==> src/u2jue_pkg.sv <==
// Package for the UTF-8 to JSON escape block.
// Holds the payload structs, the character codes and the helpers that build escape bytes.
// No dependencies.
`default_nettype none

package u2jue_pkg;

    // One input transaction: a raw string byte and its end mark
    typedef struct packed {
        logic [7:0] data_byte;
        logic       end_of_string;
    } in_item_t;

    // One output transaction: an escaped text byte and the terminator mark
    typedef struct packed {
        logic [7:0] out_byte;
        logic       out_last;
    } out_item_t;

    // What a burst emits in place of escapes: nothing, the plain byte, or a backslash and the byte
    typedef enum logic [1:0] {
        CH_NONE,
        CH_PLAIN,
        CH_QUOTED
    } char_mode_t;

    localparam logic [7:0] CHR_BACKSLASH = 8'h5c;
    localparam logic [7:0] CHR_QUOTE     = 8'h22;
    localparam logic [7:0] CHR_U         = 8'h75;
    localparam logic [7:0] CHR_ZERO      = 8'h30;
    localparam logic [7:0] CHR_A         = 8'h61;
    localparam logic [7:0] CHR_NUL       = 8'h00;

    localparam logic [15:0] SURR_HIGH     = 16'hd800;
    localparam logic [15:0] SURR_LOW      = 16'hdc00;
    localparam logic [20:0] SUPPLEMENTARY = 21'h010000;

    localparam int unsigned ESC_LEN = 6;

    // Lower-case hex digit for one nibble
    function automatic logic [7:0] hex_digit(input logic [3:0] nib);
        logic [7:0] res;
        if (nib < 4'd10)
            res = CHR_ZERO + {4'd0, nib};
        else
            res = CHR_A + {4'd0, nib} - 8'd10;
        return res;
    endfunction

    // Byte at position pos (0..5) of a backslash-u escape of v
    function automatic logic [7:0] esc_byte(input logic [15:0] v, input logic [2:0] pos);
        logic [7:0] res;
        case (pos)
            3'd0:    res = CHR_BACKSLASH;
            3'd1:    res = CHR_U;
            3'd2:    res = hex_digit(v[15:12]);
            3'd3:    res = hex_digit(v[11:8]);
            3'd4:    res = hex_digit(v[7:4]);
            3'd5:    res = hex_digit(v[3:0]);
            default: res = CHR_NUL;
        endcase
        return res;
    endfunction

endpackage

`default_nettype wire

==> src/utf8_to_json_unicode_escape.sv <==
// The first result of an input transaction passes through the burst register into the output
// register; the rest of its burst follows one byte per cycle while esc_stall is low.
// An input byte yields N output bytes (0 to 13); the burst emitter sends one output byte
// per cycle while esc_stall is low, which sets the rate.
// The next input is taken in the cycle the last byte of the current burst moves out.
// Reset (rst_n, asynchronous, active low) clears the decode state, burst and output valid.
// Depends on u2jue_pkg.
`default_nettype none

module utf8_to_json_unicode_escape (
    input  wire logic                 clk,
    input  wire logic                 rst_n,
    input  wire logic                 byte_valid,
    output logic                      byte_stall,
    input  wire u2jue_pkg::in_item_t  byte_item,
    output logic                      esc_valid,
    input  wire logic                 esc_stall,
    output u2jue_pkg::out_item_t      esc_item
);
    import u2jue_pkg::*;

    // Decode state
    logic [1:0]  pend_reg, pend_next;
    logic [1:0]  seqlen_reg, seqlen_next;
    logic [20:0] acc_reg, acc_next;

    // Burst register: what one input transaction emits
    logic        burst_valid_reg;
    char_mode_t  mode_reg, mode_next;
    logic [7:0]  char_reg, char_next;
    logic [15:0] v1_reg, v1_next;
    logic [15:0] v2_reg, v2_next;
    logic        term_reg, term_next;
    logic [3:0]  len_reg, len_next;
    logic [3:0]  idx_reg;

    // Output register
    logic        out_valid_reg;
    out_item_t   out_reg, out_next;

    logic        accept;
    logic        out_load;
    logic        burst_done;
    logic        burst_nonempty;
    logic [1:0]  esc_cnt;
    logic [20:0] acc_gather;
    logic [20:0] acc_off;
    logic [1:0]  pend_dec;
    logic [2:0]  esc_pos;

    // Handshake
    assign out_load   = burst_valid_reg && (!out_valid_reg || !esc_stall);
    assign burst_done = out_load && (idx_reg == len_reg - 4'd1);
    assign byte_stall = burst_valid_reg && !burst_done;
    assign accept     = byte_valid && !byte_stall;
    assign esc_valid  = out_valid_reg;
    assign esc_item   = out_reg;

    // Input decode: next state and burst contents
    always_comb
    begin
        pend_next   = pend_reg;
        seqlen_next = seqlen_reg;
        acc_next    = acc_reg;
        mode_next   = CH_NONE;
        char_next   = byte_item.data_byte;
        v1_next     = acc_reg[15:0];
        v2_next     = acc_reg[15:0];
        esc_cnt     = 2'd0;
        term_next   = byte_item.end_of_string;
        acc_gather  = {acc_reg[14:0], byte_item.data_byte[5:0]};
        acc_off     = acc_gather - SUPPLEMENTARY;
        pend_dec    = pend_reg - 2'd1;

        if (pend_reg != 2'd0)
        begin
            acc_next  = acc_gather;
            pend_next = pend_dec;
            if (pend_dec == 2'd0)
            begin
                if (seqlen_reg == 2'd3 && acc_gather >= SUPPLEMENTARY)
                begin
                    v1_next = SURR_HIGH | {6'd0, acc_off[19:10]};
                    v2_next = SURR_LOW  | {6'd0, acc_off[9:0]};
                    esc_cnt = 2'd2;
                end
                else
                begin
                    v1_next = acc_gather[15:0];
                    esc_cnt = 2'd1;
                end
                seqlen_next = 2'd0;
                acc_next    = '0;
            end
        end
        else if (byte_item.data_byte == CHR_BACKSLASH || byte_item.data_byte == CHR_QUOTE)
        begin
            mode_next = CH_QUOTED;
        end
        else if (!byte_item.data_byte[7])
        begin
            mode_next = CH_PLAIN;
        end
        else if (byte_item.data_byte[7:5] == 3'b110)
        begin
            acc_next    = {16'd0, byte_item.data_byte[4:0]};
            pend_next   = 2'd1;
            seqlen_next = 2'd1;
        end
        else if (byte_item.data_byte[7:4] == 4'b1110)
        begin
            acc_next    = {17'd0, byte_item.data_byte[3:0]};
            pend_next   = 2'd2;
            seqlen_next = 2'd2;
        end
        else
        begin
            acc_next    = {18'd0, byte_item.data_byte[2:0]};
            pend_next   = 2'd3;
            seqlen_next = 2'd3;
        end

        // End mark drops any open sequence
        if (byte_item.end_of_string)
        begin
            pend_next   = 2'd0;
            seqlen_next = 2'd0;
            acc_next    = '0;
        end

        case (mode_next)
            CH_PLAIN:  len_next = 4'd1;
            CH_QUOTED: len_next = 4'd2;
            default:   len_next = 4'd0;
        endcase
        case (esc_cnt)
            2'd1:    len_next = len_next + 4'(ESC_LEN);
            2'd2:    len_next = len_next + 4'(2 * ESC_LEN);
            default: len_next = len_next;
        endcase
        len_next       = len_next + {3'd0, term_next};
        burst_nonempty = (len_next != 4'd0);
    end

    // Byte selection for the current burst position
    always_comb
    begin
        esc_pos  = (idx_reg < 4'(ESC_LEN)) ? idx_reg[2:0] : 3'(idx_reg - 4'(ESC_LEN));
        out_next = out_reg;
        if (term_reg && idx_reg == len_reg - 4'd1)
        begin
            out_next.out_byte = CHR_NUL;
            out_next.out_last = 1'b1;
        end
        else
        begin
            out_next.out_last = 1'b0;
            case (mode_reg)
                CH_PLAIN:  out_next.out_byte = char_reg;
                CH_QUOTED: out_next.out_byte = (idx_reg == 4'd0) ? CHR_BACKSLASH : char_reg;
                default:   out_next.out_byte = (idx_reg < 4'(ESC_LEN)) ?
                                               esc_byte(v1_reg, esc_pos) :
                                               esc_byte(v2_reg, esc_pos);
            endcase
        end
    end

    // Decode state registers
    always_ff @(posedge clk or negedge rst_n)
    begin
        if (!rst_n)
        begin
            pend_reg   <= 2'd0;
            seqlen_reg <= 2'd0;
            acc_reg    <= '0;
        end
        else if (accept)
        begin
            pend_reg   <= pend_next;
            seqlen_reg <= seqlen_next;
            acc_reg    <= acc_next;
        end
    end

    // Burst control
    always_ff @(posedge clk or negedge rst_n)
    begin
        if (!rst_n)
        begin
            burst_valid_reg <= 1'b0;
            idx_reg         <= 4'd0;
        end
        else if (accept)
        begin
            burst_valid_reg <= burst_nonempty;
            idx_reg         <= 4'd0;
        end
        else if (burst_done)
        begin
            burst_valid_reg <= 1'b0;
            idx_reg         <= 4'd0;
        end
        else if (out_load)
        begin
            idx_reg <= idx_reg + 4'd1;
        end
    end

    // Burst payload
    always_ff @(posedge clk)
    begin
        if (accept)
        begin
            mode_reg <= mode_next;
            char_reg <= char_next;
            v1_reg   <= v1_next;
            v2_reg   <= v2_next;
            term_reg <= term_next;
            len_reg  <= len_next;
        end
    end

    // Output register
    always_ff @(posedge clk or negedge rst_n)
    begin
        if (!rst_n)
            out_valid_reg <= 1'b0;
        else if (out_load)
            out_valid_reg <= 1'b1;
        else if (!esc_stall)
            out_valid_reg <= 1'b0;
    end

    always_ff @(posedge clk)
    begin
        if (out_load)
            out_reg <= out_next;
    end

    // Burst position never runs past its length
    a_idx_in_range: assert property (@(posedge clk) disable iff (!rst_n)
        burst_valid_reg |-> (len_reg != 4'd0 && idx_reg < len_reg))
        else $error("burst index out of range");

    // An open sequence always has a kind
    a_pend_kind: assert property (@(posedge clk) disable iff (!rst_n)
        pend_reg != 2'd0 |-> seqlen_reg != 2'd0)
        else $error("pending bytes without sequence kind");

    // End of string leaves no open sequence
    a_end_clears: assert property (@(posedge clk) disable iff (!rst_n)
        (byte_valid && !byte_stall && byte_item.end_of_string) |=>
        (pend_reg == 2'd0 && seqlen_reg == 2'd0 && acc_reg == '0))
        else $error("state not cleared at end of string");

endmodule

`default_nettype wire
==> config.mk <==
export PLATFORM = sky130hd
export DESIGN_NAME = utf8_to_json_unicode_escape
export DESIGN_NICKNAME = d
export VERILOG_FILES = /design/src/u2jue_pkg.sv /design/src/utf8_to_json_unicode_escape.sv
export SDC_FILE = /design/constraint.sdc
export NUM_CORES = 1
export LEC_CHECK = 0
export ABC_AREA = 1
export BUFFER_PORTS_ARGS = -buffer_cell sky130_fd_sc_hd__buf_2
export CORE_ASPECT_RATIO = 1.2
export CORE_UTILIZATION = 45
export DETAILED_ROUTE_END_ITERATION = 12
export PLACE_DENSITY = 0.72
export SLEW_MARGIN = 20
export SYNTH_ARGS = -nofsm -noshare
export SYNTH_HDL_FRONTEND = slang
export SYNTH_SLANG_ARGS = --single-unit
==> constraint.sdc <==
create_clock -name clk -period 5.9 [get_ports clk]
set_input_delay 0.295 -clock clk [delete_from_list [all_inputs] [get_ports clk]]
set_output_delay 0.295 -clock clk [all_outputs]
set_load 0.01 [all_outputs]
---- Word-level counts from Yosys, hierarchy flattened ----
Cells that the tools add are included.
cells by class
  $add $sub $neg .......................... 32
  $mul .................................... 0
  div/mod/pow operators ................... 0
  order comparisons ....................... 10
  equality and inequality tests ........... 20
  shift operators ......................... 0
  multiplexer cells ....................... 52
  bitwise logic cells ..................... 0
  reductions and logical operators ........ 22
operators by type and width
  operator                count
  $mux 16                 11
  $pmux 8 s6              2
  $mux 8                  10
  $add 7x4->8 const A     8
  $sub 8x4->8 const B     8
  $add 6x4->7 const A     8
  $lt 4x4->1 const B      8
  $mux 2                  13
  $ge 21x17->1 const B    1
  $sub 20x17->20 const B  1
  $mux 4                  4
  $pmux 8 s2              1
  $eq 3x3->1 const B      3
  $eq 2x2->1 const B      4
  $eq 8x6->1 const B      1
  $eq 8x7->1 const B      1
  $pmux 4 s2              1
  $mux 1                  7
  $eq 2x1->1 const B      3
  $eq 3x2->1 const B      2
  $logic_and 1x1->1       6
  $reduce_bool 3->1       2
  $mux 5                  1
  $add 4x1->4             1
  other kinds (24)        29
word-level totals
  register bits after elaboration ......... 82
  latch bits .............................. 0
  memory bits (writable) .................. 0
  memory bits (read-only) ................. 0
  logic and storage cells ................. 150
  memories kept ........................... 0

---- Logic depth before layout (Yosys ltp) ----
  depth in word-level cells ............... 11
  depth in mapped cells ................... 16
  mapped depth without buffers ............ 15

---- Worst setup path after synthesis ----
Ideal clock, no wire load.
  path type ............................... register to register
  start ................................... register acc_reg[11]
  end ..................................... register burst_valid_reg
  setup time .............................. 0.117 ns
  data arrival time ....................... 2.076 ns
  data required time ...................... 5.783 ns
  slack ................................... 3.707 ns
  cell stages (with the launch flop) ...... 17
  path buffers ............................ 1
  period minus slack after synthesis ...... 2.193 ns
  path through ............................ dfrtp_1 > inv_1 > ha_1 > nand2_1 > nor3_1 > nand3_1 > nand2_1 > nand2_1 > nand2_1 > buf_2 > nand2_1 > ha_1 > xor2_1 > nor3_1 > o211ai_1 > nand2_1 > nand2_1
between the ends
  cells in the longest elaborated chain, start to end .. 10
  elaborated cells on any way between the ends .. 11
  those cells by class .................... add/sub: 1; order compare: 1; eq/ne: 2; mux: 5; reduce/logical: 2
ends and longest elaborated chain
  what                                             line                                text
  start: declaration                               utf8_to_json_unicode_escape.sv:25   logic [20:0] acc_reg, acc_next;
  start signal: assignment                         utf8_to_json_unicode_escape.sv:181  acc_reg <= acc_next;
  $ge 21x17->1 *                                   utf8_to_json_unicode_escape.sv:81   if (seqlen_reg == 2'd3 && acc_gather >= SUPPLEMENTARY)
  $logic_and 1x1->1 *                              utf8_to_json_unicode_escape.sv:81
  $mux 2 *                                         utf8_to_json_unicode_escape.sv:81
  $mux 2 *                                         utf8_to_json_unicode_escape.sv:79   if (pend_dec == 2'd0)
  $mux 2 *                                         utf8_to_json_unicode_escape.sv:75   if (pend_reg != 2'd0)
  $eq 2x2->1 / $eq 2x1->1 (equally long branches)  utf8_to_json_unicode_escape.sv:136  case (esc_cnt)
  $pmux 4 s2 *                                     utf8_to_json_unicode_escape.sv:136
  $add 4x1->4 *                                    utf8_to_json_unicode_escape.sv:141  len_next = len_next + {3'd0, term_next};
  via len_next[2]                                  utf8_to_json_unicode_escape.sv:34   logic [3:0] len_reg, len_next;
  $reduce_bool 4->1 *                              utf8_to_json_unicode_escape.sv:142  burst_nonempty = (len_next != 4'd0);
  $mux 1 *                                         utf8_to_json_unicode_escape.sv:193  else if (accept)
  end signal: assignment                           utf8_to_json_unicode_escape.sv:195  burst_valid_reg <= burst_nonempty;
  end: declaration                                 utf8_to_json_unicode_escape.sv:28   logic burst_valid_reg;
The timed path passes the listed nets; every way through them passes the cells marked *.
A chain may end at the register's enable or synchronous reset.

---- Worst setup path in the final report ----
Ends and elaborated chain as after synthesis.

==> impl_metrics.csv <==
group,metric,value,unit
outcome,status,"complete, no violations",
global_route,grt_usage,21.4,%
floorplan,die_area,11900,µm²
clock_network,cts.sinks,82,
synthesis,syn_avg_cell_area,7.90,µm²
clock_network,clk_latency,0.34,ns
clock_network,htree_levels,3,
pwr,combPwrFrac,42.6,%
placement,place_hpwl,9190,µm
setup_path,worst_setup_path_end_kind,"flip-flop",
drt,dr_total_vias,4335,
synthesis,yosysUniqueCellTypes,35,
finish,drive_above_1_share,10.9,%
placement,port_buffers,23,
timing,maxSlewHeadroom,37.3,%
finish,num-nets-final,705,
drt,wl_per_cell,14.2,µm
timing,worst_pin_slew,0.937,ns
timing,final.period_utilization,45.7,%
synthesis,synth_area,5140,µm²
setup_path,cp_data_required_time,6.13,ns
synthesis,synth_cells,651,
timing,final_hold_viol_count,0,
drt,first_pass_iters,5,
pwr,p_clk_share,21.1,%
synthesis,yosysWarnings,0,
timing,setup_viol,0,
finish,final_cells,833,
pwr,vdd_drop_max,0.299,mV
pwr,power.internal,1.52,mW
clock_network,root_buffer,"clkbuf_16",
synthesis,synth-seq-cells,82,
setup_path,worstSetupStartpointType,"flip-flop",
synthesis,syn-num-nets,682,
pwr,powerDensity,471,nW/µm²
floorplan,num_io_pins,24,
synthesis,seq_area_frac_synth,45.4,%
pwr,swShare,43.0,%
timing,timing.fmax,371,MHz
finish,area_growth,10.3,%
pwr,leakagePower,2.63,nW
global_route,grt_max_degree,52,
timing,drv_slew,0,
clock_network,clkTransAtPathRegs,0.06,ns
floorplan,rows,42,
floorplan,coreArea,11100,µm²
global_route,grt_overflow_total,0,
floorplan,initial_utilization,46.4,%
finish,diodes,0,
clock_network,post_cts_buffers,0,
drt,drt-total-wl,11800,µm
floorplan,dieHeight,119,µm
pwr,power_frac_seq,36.3,%
global_route,antenna_found_initial,0,
finish,n_fill_cell,1037,
setup_path,crit_path_max_fanout,15,
finish,utilization,51.1,%
clock_network,cts_tree,"done",
placement,gp_congestion,0.918,
clock_network,cts_buffer_depth,2,
drt,drc,0,
drt,drt_iter0_drc,265,
pwr,switchingPower,1.15,mW
drt,ant_nets,0,
finish,postLayoutCellArea,5670,µm²
setup_path,cp.arrival,2.93,ns
timing,fin_tns_setup,0,ns
finish,final_cell_mix,"nand2_1 (206), inv_1 (90), nor2_1 (61)",
global_route,grt_pass1_wl,19500,µm
placement,dpl.cell_count,816,
clock_network,cts_buffers,9,
placement,placed_cell_area,5360,µm²
run,cap_viol_max_count,0,
timing,rsz0062_at_grt,"no",
global_route,grt_pass1_vias,4162,
floorplan,die_w,99.6,µm
timing,fin_crit,2.70,ns
min_path,hold_class,"primary input to flip-flop",
drt,vias_per_cell,5.20,
finish,final_common_cell,"nand2_1",
setup_path,setup.worst_path.class,"flip-flop to flip-flop",
timing,finClkSkew,0.00869,ns
## cell families after synthesis
logic type / after synthesis / share of synthesized area [%]
and+or+nand+nor: 330 / 27.0
buffers and inverters: 106 / 8.69
xor gates and xnor gates: 14 / 2.39
adders and majority gates: 18 / 4.38
DFF: 82 / 45.4
AOI/OAI and AO/OA: 101 / 12.1
## worst max-delay path, cell delays in order, from the launching register on
cell and delay, ns:
dfrtp_1 0.37, inv_1 0.14, ha_1 0.17, nand2_1 0.05
nor3_1 0.12, nand3_1 0.09, nand2_1 0.10, nand2_1 0.09
nand2_1 0.41, nand2_1 0.11, ha_1 0.22, xor2_1 0.17
nor3_1 0.21, o211ai_1 0.16, nand2_1 0.12, nand2_1 0.05
## through the flow
| stage | power [mW] | setup slack, ns | hold WS (ns) |
|---|---|---|---|
| floorplan | 1.82 | 3.71 | -0.000591 |
| global placement | 2.06 | 3.05 | 0.318 |
| detailed placement | 2.10 | 3.02 | 0.322 |
| CTS | 2.67 | 3.17 | 0.152 |
| global route | 2.88 | 2.91 | 0.158 |
| finish | 2.67 | 3.20 | 0.161 |
## synthesized netlist by cell type, drive strengths merged
library cell / n / area share [%]
o21ai: 59 / 7.1
or2: 1 / 0.12
ha: 18 / 4.4
buf: 9 / 1.6
xor2: 11 / 1.9
a31oi: 1 / 0.12
inv: 92 / 6.8
o22ai: 2 / 0.24
nor2: 64 / 4.8
clkinv: 2 / 0.15
nor4: 1 / 0.12
clkbuf: 3 / 0.22
nand3: 32 / 3.6
nand4: 11 / 1.3
o211ai: 12 / 1.8
nand3b: 1 / 0.15
dfrtp: 26 / 13
nor3: 6 / 0.58
a22o: 1 / 0.17
a21oi: 25 / 2.7
nand2: 214 / 16
edfxtp: 56 / 33
xnor2: 3 / 0.51
o31ai: 1 / 0.15
## repair_timing
action                    4_1_cts  5_1_grt
hold endpoints to repair       26        0
hold buffers                    1        0
resized for setup               0        0
## path summary, 6_finish.rpt
path                               start              end  slack, ns  cells past startpoint
min                         byte_item[1]      char_reg[0]       0.16                      1
min reg2reg                seqlen_reg[0]    seqlen_reg[0]       0.47                      2
min in group asynchronous          rst_n       idx_reg[2]       0.48                      2
max                          acc_reg[11]  burst_valid_reg       3.20                     15
max in group asynchronous          rst_n      acc_reg[15]       5.02                      2
max reg2reg                  acc_reg[11]  burst_valid_reg       3.20                     15
## metal layers
layer	vias up	global-route usage, %	wire (µm)
met4	0	13.1	519
met3	39	3.81	539
li1	2172	-	-
met1	1977	26.5	5090
met5	-	0	0
met2	147	34.4	5650
## cell type report
class	count	area (µm²)	area share, %
clock buffers	9	225	3.97
clock inverters	7	76.3	1.35
inverters	94	355	6.27
multi-input cells	463	2360	41.7
flip-flops and latches	82	2330	41.1
well taps	154	193	3.40
repair buffers	24	125	2.21
## power groups by stage
stage | Sequential, mW | Clock [mW] | Combinational [mW]
finish | 0.968 | 0.564 | 1.14
global route | 0.986 | 0.599 | 1.29
CTS | 0.963 | 0.573 | 1.13
detailed placement | 0.974 | 0 | 1.13
global placement | 0.970 | 0 | 1.09
floorplan | 0.939 | 0 | 0.879
No activity file was read; power rests on OpenSTA's default activity.
